File: src/design/obmv_pkg.sv
// Shared constants and types for the OHLC bar merger.
package obmv_pkg;

  // Defaults for the top-level parameters
  localparam int unsigned MAX_GROUP_DEF   = 256;
  localparam int unsigned PRICE_BITS_DEF  = 24;
  localparam int unsigned VOLUME_BITS_DEF = 24;

  // Fixed widths of the running sums and pass-through fields
  localparam int unsigned COST_W = 56;
  localparam int unsigned SUM_W  = 32;
  localparam int unsigned TAG_W  = 32;
  localparam int unsigned CNT_W  = 9;

  // Register port
  localparam int unsigned APB_AW    = 3;
  localparam int unsigned APB_DW    = 32;
  localparam int unsigned REG_IDX_W = APB_AW - 2;

  localparam logic [REG_IDX_W-1:0] REG_GROUP_SIZE = '0;
  localparam logic [CNT_W-1:0]     GROUP_SIZE_RST = CNT_W'(1);

  // Sequencer commands to the accumulator
  typedef struct packed {
    logic capture;  // latch an accepted bar and its volume*close product
    logic accum;    // fold the latched bar into the running group
    logic clear;    // start a new group
  } acc_ctl_t;

endpackage

File: src/design/ohlc_bar_merge_vwap.sv
// Top level of the OHLC bar merger: register port, sequencer and result register.
//
// Merges each run of group_size price bars into one bar: first open and time
// tag, highest high, lowest low, summed volume (saturating, Q20.12) and the
// volume-weighted close sum(volume*close)/sum(volume), truncated and clipped
// to the largest price. A bar with end_of_data set closes a partial group.
// Zero total volume gives close 0 with zero_volume set. group_size (address
// 0) reads back; 0 acts as 1 and values above MAX_GROUP act as MAX_GROUP.
// One bar at a time goes through the block: a bar that does not close its
// group is latched with its multiply, then accumulated. A closing bar then
// starts the divider, runs through the restoring divider (one quotient bit
// per cycle; it finishes without stepping when the close saturates, and it
// is not started when the volume is zero) and loads the result register.
// The load waits while the result register still holds an untaken bar. The
// result register holds a finished bar until it is taken while the next bars
// are already going in.
module ohlc_bar_merge_vwap
  import obmv_pkg::*;
#(
  parameter int unsigned MAX_GROUP   = MAX_GROUP_DEF,
  parameter int unsigned PRICE_BITS  = PRICE_BITS_DEF,
  parameter int unsigned VOLUME_BITS = VOLUME_BITS_DEF
) (
  input  logic                   clk_i,
  input  logic                   rst_ni,
  // register port
  input  logic                   psel,
  input  logic                   penable,
  input  logic                   pwrite,
  input  logic [APB_AW-1:0]      paddr,
  input  logic [APB_DW-1:0]      pwdata,
  output logic [APB_DW-1:0]      prdata,
  output logic                   pready,
  // bar input
  input  logic                   in_valid_i,
  output logic                   in_ready_o,
  input  logic [PRICE_BITS-1:0]  open_price_i,
  input  logic [PRICE_BITS-1:0]  high_price_i,
  input  logic [PRICE_BITS-1:0]  low_price_i,
  input  logic [PRICE_BITS-1:0]  close_price_i,
  input  logic [VOLUME_BITS-1:0] bar_volume_in_i,
  input  logic [TAG_W-1:0]       time_tag_i,
  input  logic                   end_of_data_i,
  // merged bar output
  output logic                   out_valid_o,
  input  logic                   out_ready_i,
  output logic [PRICE_BITS-1:0]  merged_open_o,
  output logic [PRICE_BITS-1:0]  merged_high_o,
  output logic [PRICE_BITS-1:0]  merged_low_o,
  output logic [PRICE_BITS-1:0]  merged_close_o,
  output logic [SUM_W-1:0]       merged_volume_o,
  output logic [TAG_W-1:0]       merged_tag_o,
  output logic [CNT_W-1:0]       bars_merged_o,
  output logic                   zero_volume_o
);

  typedef enum logic [2:0] {
    ST_IDLE,
    ST_ACC,
    ST_START,
    ST_DIV,
    ST_DONE
  } state_e;

  state_e state_q;

  // ---- register port ----
  logic [CNT_W-1:0]     group_size_q;
  logic [REG_IDX_W-1:0] reg_idx;
  logic                 cfg_wr;

  assign reg_idx = paddr[APB_AW-1:2];
  assign cfg_wr  = psel && penable && pwrite && (reg_idx == REG_GROUP_SIZE);
  assign pready  = 1'b1;
  assign prdata  = (reg_idx == REG_GROUP_SIZE) ? APB_DW'(group_size_q) : '0;

  always_ff @(posedge clk_i or negedge rst_ni) begin
    if (!rst_ni) begin
      group_size_q <= GROUP_SIZE_RST;
    end else if (cfg_wr) begin
      group_size_q <= pwdata[CNT_W-1:0];
    end
  end

  // effective group size: zero means one, clipped at MAX_GROUP
  logic [31:0] eff_size;
  assign eff_size = (group_size_q == '0) ? 32'd1 :
                    ((32'(group_size_q) > 32'(MAX_GROUP)) ? 32'(MAX_GROUP)
                                                          : 32'(group_size_q));

  // ---- accumulator ----
  acc_ctl_t              acc_ctl;
  logic [PRICE_BITS-1:0] first_open, run_high, run_low;
  logic [SUM_W-1:0]      vol_sum;
  logic [COST_W-1:0]     cost_sum;
  logic [TAG_W-1:0]      first_tag;
  logic [CNT_W-1:0]      cnt, cnt_inc;
  logic                  in_fire, out_free, last_q, group_done;

  assign in_ready_o = (state_q == ST_IDLE);
  assign in_fire    = in_valid_i && in_ready_o;
  assign out_free   = !out_valid_o || out_ready_i;

  assign acc_ctl.capture = in_fire;
  assign acc_ctl.accum   = (state_q == ST_ACC);
  assign acc_ctl.clear   = (state_q == ST_DONE) && out_free;

  // count wraps to zero only in the 9-bit rollover case, which also closes
  assign group_done = last_q || (cnt_inc == '0) || (32'(cnt_inc) >= eff_size);

  obmv_acc #(
    .PRICE_BITS  (PRICE_BITS),
    .VOLUME_BITS (VOLUME_BITS)
  ) u_acc (
    .clk_i        (clk_i),
    .rst_ni       (rst_ni),
    .ctl_i        (acc_ctl),
    .open_i       (open_price_i),
    .high_i       (high_price_i),
    .low_i        (low_price_i),
    .close_i      (close_price_i),
    .volume_i     (bar_volume_in_i),
    .tag_i        (time_tag_i),
    .first_open_o (first_open),
    .run_high_o   (run_high),
    .run_low_o    (run_low),
    .vol_sum_o    (vol_sum),
    .cost_sum_o   (cost_sum),
    .first_tag_o  (first_tag),
    .cnt_o        (cnt),
    .cnt_inc_o    (cnt_inc)
  );

  // ---- divider ----
  logic                  div_start, div_busy, zero_vol;
  logic [PRICE_BITS-1:0] quot;

  assign zero_vol  = (vol_sum == '0);
  assign div_start = (state_q == ST_START) && !zero_vol;

  obmv_div #(
    .PRICE_BITS (PRICE_BITS)
  ) u_div (
    .clk_i      (clk_i),
    .rst_ni     (rst_ni),
    .start_i    (div_start),
    .dividend_i (cost_sum),
    .divisor_i  (vol_sum),
    .busy_o     (div_busy),
    .quot_o     (quot)
  );

  // ---- sequencer and result register ----
  always_ff @(posedge clk_i or negedge rst_ni) begin
    if (!rst_ni) begin
      state_q         <= ST_IDLE;
      last_q          <= 1'b0;
      out_valid_o     <= 1'b0;
      merged_open_o   <= '0;
      merged_high_o   <= '0;
      merged_low_o    <= '0;
      merged_close_o  <= '0;
      merged_volume_o <= '0;
      merged_tag_o    <= '0;
      bars_merged_o   <= '0;
      zero_volume_o   <= 1'b0;
    end else begin
      // a taken item is replaced in ST_DONE, so only clear outside it
      if (out_valid_o && out_ready_i && (state_q != ST_DONE)) out_valid_o <= 1'b0;
      unique case (state_q)
        ST_IDLE: begin
          if (in_fire) begin
            last_q  <= end_of_data_i;
            state_q <= ST_ACC;
          end
        end
        ST_ACC: begin
          state_q <= group_done ? ST_START : ST_IDLE;
        end
        ST_START: begin
          state_q <= zero_vol ? ST_DONE : ST_DIV;
        end
        ST_DIV: begin
          if (!div_busy) state_q <= ST_DONE;
        end
        ST_DONE: begin
          if (out_free) begin
            out_valid_o     <= 1'b1;
            merged_open_o   <= first_open;
            merged_high_o   <= run_high;
            merged_low_o    <= run_low;
            merged_close_o  <= zero_vol ? '0 : quot;
            merged_volume_o <= vol_sum;
            merged_tag_o    <= first_tag;
            bars_merged_o   <= cnt;
            zero_volume_o   <= zero_vol;
            state_q         <= ST_IDLE;
          end
        end
        default: state_q <= ST_IDLE;
      endcase
    end
  end

endmodule

File: src/design/obmv_acc.sv
// Group accumulator: bar latch, volume*close multiplier and running OHLC sums.
module obmv_acc
  import obmv_pkg::*;
#(
  parameter int unsigned PRICE_BITS  = PRICE_BITS_DEF,
  parameter int unsigned VOLUME_BITS = VOLUME_BITS_DEF
) (
  input  logic                   clk_i,
  input  logic                   rst_ni,
  input  acc_ctl_t               ctl_i,
  input  logic [PRICE_BITS-1:0]  open_i,
  input  logic [PRICE_BITS-1:0]  high_i,
  input  logic [PRICE_BITS-1:0]  low_i,
  input  logic [PRICE_BITS-1:0]  close_i,
  input  logic [VOLUME_BITS-1:0] volume_i,
  input  logic [TAG_W-1:0]       tag_i,
  output logic [PRICE_BITS-1:0]  first_open_o,
  output logic [PRICE_BITS-1:0]  run_high_o,
  output logic [PRICE_BITS-1:0]  run_low_o,
  output logic [SUM_W-1:0]       vol_sum_o,
  output logic [COST_W-1:0]      cost_sum_o,
  output logic [TAG_W-1:0]       first_tag_o,
  output logic [CNT_W-1:0]       cnt_o,
  output logic [CNT_W-1:0]       cnt_inc_o
);

  localparam int unsigned PROD_W = PRICE_BITS + VOLUME_BITS;
  localparam int unsigned SUMC_W = ((PROD_W > COST_W) ? PROD_W : COST_W) + 1;
  localparam logic [SUMC_W-1:0] COST_LIM = SUMC_W'({COST_W{1'b1}});

  // latched bar
  logic [PRICE_BITS-1:0]  bar_open_q, bar_high_q, bar_low_q;
  logic [VOLUME_BITS-1:0] bar_vol_q;
  logic [TAG_W-1:0]       bar_tag_q;
  logic [PROD_W-1:0]      prod_q;

  // group state
  logic [PRICE_BITS-1:0] first_open_q, run_high_q, run_low_q;
  logic [SUM_W-1:0]      vol_sum_q;
  logic [COST_W-1:0]     cost_sum_q;
  logic [TAG_W-1:0]      first_tag_q;
  logic [CNT_W-1:0]      cnt_q;

  logic [SUM_W:0]        vol_add;
  logic [SUMC_W-1:0]     cost_add;
  logic [SUM_W-1:0]      vol_sum_d;
  logic [COST_W-1:0]     cost_sum_d;

  assign vol_add    = (SUM_W+1)'(vol_sum_q) + (SUM_W+1)'(bar_vol_q);
  assign vol_sum_d  = vol_add[SUM_W] ? {SUM_W{1'b1}} : vol_add[SUM_W-1:0];
  assign cost_add   = SUMC_W'(cost_sum_q) + SUMC_W'(prod_q);
  assign cost_sum_d = (cost_add > COST_LIM) ? {COST_W{1'b1}} : cost_add[COST_W-1:0];
  assign cnt_inc_o  = cnt_q + CNT_W'(1);

  always_ff @(posedge clk_i) begin
    if (ctl_i.capture) begin
      bar_open_q <= open_i;
      bar_high_q <= high_i;
      bar_low_q  <= low_i;
      bar_vol_q  <= volume_i;
      bar_tag_q  <= tag_i;
      prod_q     <= PROD_W'(volume_i) * PROD_W'(close_i);
    end
  end

  always_ff @(posedge clk_i or negedge rst_ni) begin
    if (!rst_ni) begin
      first_open_q <= '0;
      run_high_q   <= '0;
      run_low_q    <= '1;
      vol_sum_q    <= '0;
      cost_sum_q   <= '0;
      first_tag_q  <= '0;
      cnt_q        <= '0;
    end else if (ctl_i.clear) begin
      first_open_q <= '0;
      run_high_q   <= '0;
      run_low_q    <= '1;
      vol_sum_q    <= '0;
      cost_sum_q   <= '0;
      first_tag_q  <= '0;
      cnt_q        <= '0;
    end else if (ctl_i.accum) begin
      if (cnt_q == '0) begin
        first_open_q <= bar_open_q;
        first_tag_q  <= bar_tag_q;
        run_high_q   <= bar_high_q;
        run_low_q    <= bar_low_q;
      end else begin
        if (bar_high_q > run_high_q) run_high_q <= bar_high_q;
        if (bar_low_q < run_low_q)   run_low_q  <= bar_low_q;
      end
      vol_sum_q  <= vol_sum_d;
      cost_sum_q <= cost_sum_d;
      cnt_q      <= cnt_inc_o;
    end
  end

  assign first_open_o = first_open_q;
  assign run_high_o   = run_high_q;
  assign run_low_o    = run_low_q;
  assign vol_sum_o    = vol_sum_q;
  assign cost_sum_o   = cost_sum_q;
  assign first_tag_o  = first_tag_q;
  assign cnt_o        = cnt_q;

endmodule

File: src/design/obmv_div.sv
// Restoring divider, one quotient bit per cycle, saturating at the price range.
module obmv_div
  import obmv_pkg::*;
#(
  parameter int unsigned PRICE_BITS = PRICE_BITS_DEF
) (
  input  logic                  clk_i,
  input  logic                  rst_ni,
  input  logic                  start_i,
  input  logic [COST_W-1:0]     dividend_i,
  input  logic [SUM_W-1:0]      divisor_i,
  output logic                  busy_o,
  output logic [PRICE_BITS-1:0] quot_o
);

  localparam int unsigned HI_W   = COST_W - PRICE_BITS;
  localparam int unsigned CMP_W  = (HI_W > SUM_W) ? HI_W : SUM_W;
  localparam int unsigned STEP_W = $clog2(PRICE_BITS + 1);

  logic [SUM_W-1:0]      rem_q, div_q;
  logic [PRICE_BITS-1:0] quo_q;
  logic [STEP_W-1:0]     step_q;
  logic                  busy_q;

  logic [CMP_W-1:0] hi_ext, div_ext;
  logic             ovf;
  logic [SUM_W:0]   rem_sh, rem_sub;
  logic             ge;

  assign hi_ext  = CMP_W'(dividend_i[COST_W-1:PRICE_BITS]);
  assign div_ext = CMP_W'(divisor_i);
  assign ovf     = (hi_ext >= div_ext);   // quotient would not fit the price width

  assign rem_sh  = {rem_q, quo_q[PRICE_BITS-1]};
  assign ge      = (rem_sh >= {1'b0, div_q});
  assign rem_sub = rem_sh - {1'b0, div_q};

  always_ff @(posedge clk_i or negedge rst_ni) begin
    if (!rst_ni) begin
      busy_q <= 1'b0;
      step_q <= '0;
    end else if (start_i) begin
      busy_q <= !ovf;
      step_q <= STEP_W'(PRICE_BITS);
    end else if (busy_q) begin
      busy_q <= (step_q != STEP_W'(1));
      step_q <= step_q - STEP_W'(1);
    end
  end

  always_ff @(posedge clk_i) begin
    if (start_i) begin
      div_q <= divisor_i;
      rem_q <= hi_ext[SUM_W-1:0];
      quo_q <= ovf ? {PRICE_BITS{1'b1}} : dividend_i[PRICE_BITS-1:0];
    end else if (busy_q) begin
      rem_q <= ge ? rem_sub[SUM_W-1:0] : rem_sh[SUM_W-1:0];
      quo_q <= {quo_q[PRICE_BITS-2:0], ge};
    end
  end

  assign busy_o = busy_q;
  assign quot_o = quo_q;

endmodule
File: config.mk
export PLATFORM = sky130hd
export DESIGN_NAME = ohlc_bar_merge_vwap
export DESIGN_NICKNAME = d
export VERILOG_FILES = /design/src/design/obmv_pkg.sv /design/src/design/ohlc_bar_merge_vwap.sv /design/src/design/obmv_acc.sv /design/src/design/obmv_div.sv
export SDC_FILE = /design/constraint.sdc
export NUM_CORES = 2
export LEC_CHECK = 0
export BUFFER_PORTS_ARGS = -buffer_cell sky130_fd_sc_hd__buf_4
export CAP_MARGIN = 30
export CELL_PAD_IN_SITES_DETAIL_PLACEMENT = 1
export CELL_PAD_IN_SITES_GLOBAL_PLACEMENT = 1
export CORE_MARGIN = 2
export CORE_UTILIZATION = 35
export CTS_CLUSTER_SIZE = 28
export DETAILED_ROUTE_END_ITERATION = 10
export PLACE_DENSITY_LB_ADDON = 0.1
export SLEW_MARGIN = 40
export SYNTH_ARGS = -nofsm -noshare
export SYNTH_HDL_FRONTEND = slang
export SYNTH_SLANG_ARGS = --single-unit
File: constraint.sdc
create_clock -name clk_i -period 5.4 [get_ports clk_i]
set_input_delay 1.35 -clock clk_i [delete_from_list [all_inputs] [get_ports clk_i]]
set_output_delay 1.35 -clock clk_i [all_outputs]
set_load 0.05 [all_outputs]
==> metrics.log <==
INFO  metric cts-buffers-inserted = 76
INFO  metric min_period = 7.22 ns
INFO  metric unrepaired_setup_endpoints_after_global_routing = true
INFO  metric synth_edf_count = 264
INFO  metric hpwlAfterDp = 124 mm
INFO  metric syn_to_final_growth = 23.2%
INFO  metric post-synth-top-area-cell = sky130_fd_sc_hd__fa_1
INFO  metric syn-instance-count = 5,260
INFO  metric cts.sink_count = 655
INFO  metric tightest_pin_transition = 0.804 ns
INFO  metric timing.critical_path.from = bar_volume_in_i[9]
INFO  metric max_freq = 139 MHz
INFO  metric placeableCoreArea = 145,000 µm²
INFO  metric route.detailed.drc = 0
INFO  metric avg_inst_size_synth = 9.69 µm²
INFO  metric critical_path.max_stage_delay = 0.53 ns
INFO  metric ys_seq_elements = 655
INFO  metric min_from = u_acc.bar_open_q[1]
INFO  metric path_max_fanout = 6
INFO  metric die_width = 386 µm
INFO  metric clockBufferDepth = 3
INFO  metric detailedRoute.firstIterationViolations = 1,677
INFO  metric crit_arrival = 7.64 ns
INFO  metric cell_count_final_fillers_out = 7,810
INFO  metric r2r_end = u_div.rem_q[30]
INFO  metric async_set_or_reset_register_ratio_after_synthesis = 59.7%
INFO  metric vias_per_cell = 4.92
INFO  metric synth_warn = 0
INFO  metric cp_data_required_time = 5.82 ns
INFO  metric drt_wl_total = 159 mm
INFO  metric ys_types = 88
INFO  metric yosys_most_used_dff = sky130_fd_sc_hd__dfrtp_1
INFO  metric final_clock_period_utilization_by_the_worst_path = 134%
INFO  metric synth.yosys.seq_area_share = 34.8%
INFO  metric grt_start_max_net_pins = 91
INFO  metric via_count = 38,400
INFO  metric synth_area = 51,000 µm²
INFO  metric highest_layer = met5
INFO  metric startpoint_type_of_the_worst_setup_path = primary input
INFO  metric path_common_cell = sky130_fd_sc_hd__fa_1
INFO  metric min_path_cells = 2
INFO  metric number_of_antenna_violating_nets_in_the_routed_design = 0
INFO  metric grt_pass1_wl = 247 mm
INFO  metric hp-class = reg2reg
INFO  metric skew = 0.0219 ns
INFO  metric tritoncts_clock_tree = built
INFO  metric synthTopCellsByArea = sky130_fd_sc_hd__fa_1 (19%), sky130_fd_sc_hd__dfrtp_1 (18%), sky130_fd_sc_hd__edfxtp_1 (16%)
INFO  metric core.rowCount = 140
INFO  metric timing.slew.headroom = 45.0%
INFO  metric synth_common_cells = sky130_fd_sc_hd__nand2_1 (941), sky130_fd_sc_hd__inv_1 (688), sky130_fd_sc_hd__fa_1 (485)
INFO  metric report.final.setup_viol = 38
INFO  metric grt.total_usage = 21.4%
INFO  metric wl_met3 = 5.01 mm
INFO  metric setup.worst_path.end_class = flip-flop
INFO  metric route.layer.met1.wl = 73.7 mm
INFO  metric finalHoldViolations = 0
INFO  metric route.detailed.wl_per_inst = 20.3 µm
INFO  metric maxCapViolCount = 0
INFO  metric floorplan.io_pins = 400
INFO  metric fin_ws = -1.82 ns
INFO  metric drive_gt1_share = 20.6%
INFO  metric gp_congestion = 0.832
INFO  metric grt_pass1_vias = 41,500
INFO  metric fillCellCount = 16,300
INFO  metric crit_slowest_cell = sky130_fd_sc_hd__fa_1
INFO  metric antenna_cells_inserted = 0
INFO  metric criticalPathCategory = in2reg
INFO  metric ctsRootBufferMaster = sky130_fd_sc_hd__clkbuf_16
INFO  metric initial_standard_cell_utilization_of_the_core = 35.1%
INFO  metric nets = 6,879
INFO  metric dr.pass1.iters = 7
INFO  metric worst_r2r_startpoint = u_div.quot_o[23]
INFO  metric count_of_final_max_slew_check_failures = 0
INFO  metric dr_wl_met2 = 75.6 mm
INFO  metric dpl.cell_count = 7,618
INFO  metric clk_pin_slew = 0.06 ns
INFO  metric violations = negative setup slack
INFO  metric synth_largest_type_area_fraction = 19.1%
INFO  metric die_area = 149,000 µm²
INFO  metric status = finished, violations left
INFO  metric cts-hold-fix-buffers = 0
INFO  metric grt_antenna_before_repair = 3
INFO  metric cts-htree-levels = 3
INFO  metric internal_reg_to_reg_setup_slack = 1.11 ns
INFO  metric synthMostInstantiatedCell = sky130_fd_sc_hd__nand2_1
INFO  metric gr-total-overflow = 0
INFO  metric whs_endpoint = u_acc.first_open_o[1]
INFO  metric io_buffers = 350
INFO  metric rr_worst_depth = 13
INFO  metric clk_latency = 0.66 ns
INFO  metric floorplan.die.height = 386 µm
==> registers in the layout (all words and copies together) (netlist names), 32 cells and up <==
| name | count |
|---|---|
| u_div.div_q | 32 |
| merged_volume_o | 32 |
| u_div.rem_q | 32 |
| u_acc.vol_sum_o | 32 |
| merged_tag_o | 32 |
| u_acc.cost_sum_o | 56 |
| u_acc.first_tag_o | 32 |
| u_acc.prod_q | 48 |
| u_acc.bar_tag_q | 32 |
==> worst max-delay path: cells and delay by family <==
family,cells,cell delay (ns)
buffers and inverters,8,0.57
AOI/OAI and AO/OA,8,1.47
xor gates and xnor gates,1,0.08
adders and majority gates,8,3.62
and+or+nand+nor,2,0.50
==> how the worst max path moves through the flow <==
stage / to / cells after the start
2_1_floorplan: u_acc.prod_q[47] / 25
3_3_place_gp: u_acc.prod_q[47] / 25
3_5_place_dp: u_acc.prod_q[47] / 25
4_1_cts: u_acc.prod_q[47] / 23
5_1_grt: u_acc.prod_q[47] / 27
6_report: u_acc.prod_q[43] / 27
==> per-stage QoR <==
stage                     instance area (µm²)  TNS (ns)  hold slack, ns  utilization (%)  worst slack, ns
final                                   62800    -47.59           0.436             43.3            -1.82
after global routing                    62800    -54.80           0.448             43.3            -2.01
after CTS                               62200    -46.12           0.432             42.9            -1.79
after detailed placement                58400    -80.39           0.432             40.3            -2.75
after global placement                  58300    -78.40           0.425             40.2            -2.68
after floorplan                         52400    -50.22           0.422                -            -2.16
==> per-layer routing <==
metal	vias to the layer above	GRT usage, %
met5	-	0
met2	575	35.7
li1	18300	-
met4	4	5.94
met3	180	2.15
met1	19400	29.5
==> cells in the final DEF (no fill, tap or decap), types with 85 or more instances in the layout <==
cell and instances:
sky130_fd_sc_hd__a21o_1 85, sky130_fd_sc_hd__a21oi_1 212, sky130_fd_sc_hd__and2_1 237, sky130_fd_sc_hd__buf_4 609
sky130_fd_sc_hd__dfrtp_1 366, sky130_fd_sc_hd__edfxtp_1 264, sky130_fd_sc_hd__fa_1 450, sky130_fd_sc_hd__ha_1 341
sky130_fd_sc_hd__inv_1 638, sky130_fd_sc_hd__nand2_1 911, sky130_fd_sc_hd__nand3_1 97, sky130_fd_sc_hd__nor2_1 173
sky130_fd_sc_hd__o21ai_0 236, sky130_fd_sc_hd__xnor2_1 89
==> logic make-up after synthesis <==
| group | synth area share (%) |
|---|---|
| other | 0.0147 |
| xor gates and xnor gates | 2.56 |
| buffers and inverters | 7.22 |
| muxes | 1.32 |
| adders and majority gates | 28.1 |
| DFF | 34.8 |
| AOI/OAI and AO/OA | 10.4 |
| and+or+nand+nor | 15.6 |
==> area by class of cell <==
cell class | count | area (µm²) | share of cell area [%]
well taps | 1917 | 2400 | 3.82
multi-input cells | 3677 | 31000 | 49.4
clock inverters | 37 | 472 | 0.751
flip-flops and latches | 655 | 17700 | 28.3
repair buffers | 730 | 6440 | 10.3
clock buffers | 105 | 2120 | 3.38
inverters | 689 | 2590 | 4.13
==> what timing repair did <==
| item | CTS | global route |
|---|---|---|
| endpoints found under the setup margin | 38 | 39 |
| gates cloned | 4 | 2 |
| buffers inserted | 31 | 19 |
| gates resized for setup | 225 | 84 |
| pin swaps | 122 | 43 |
Power is not shown: default switching activity piles up to over one toggle a cycle in this logic, so the estimate is an artifact.
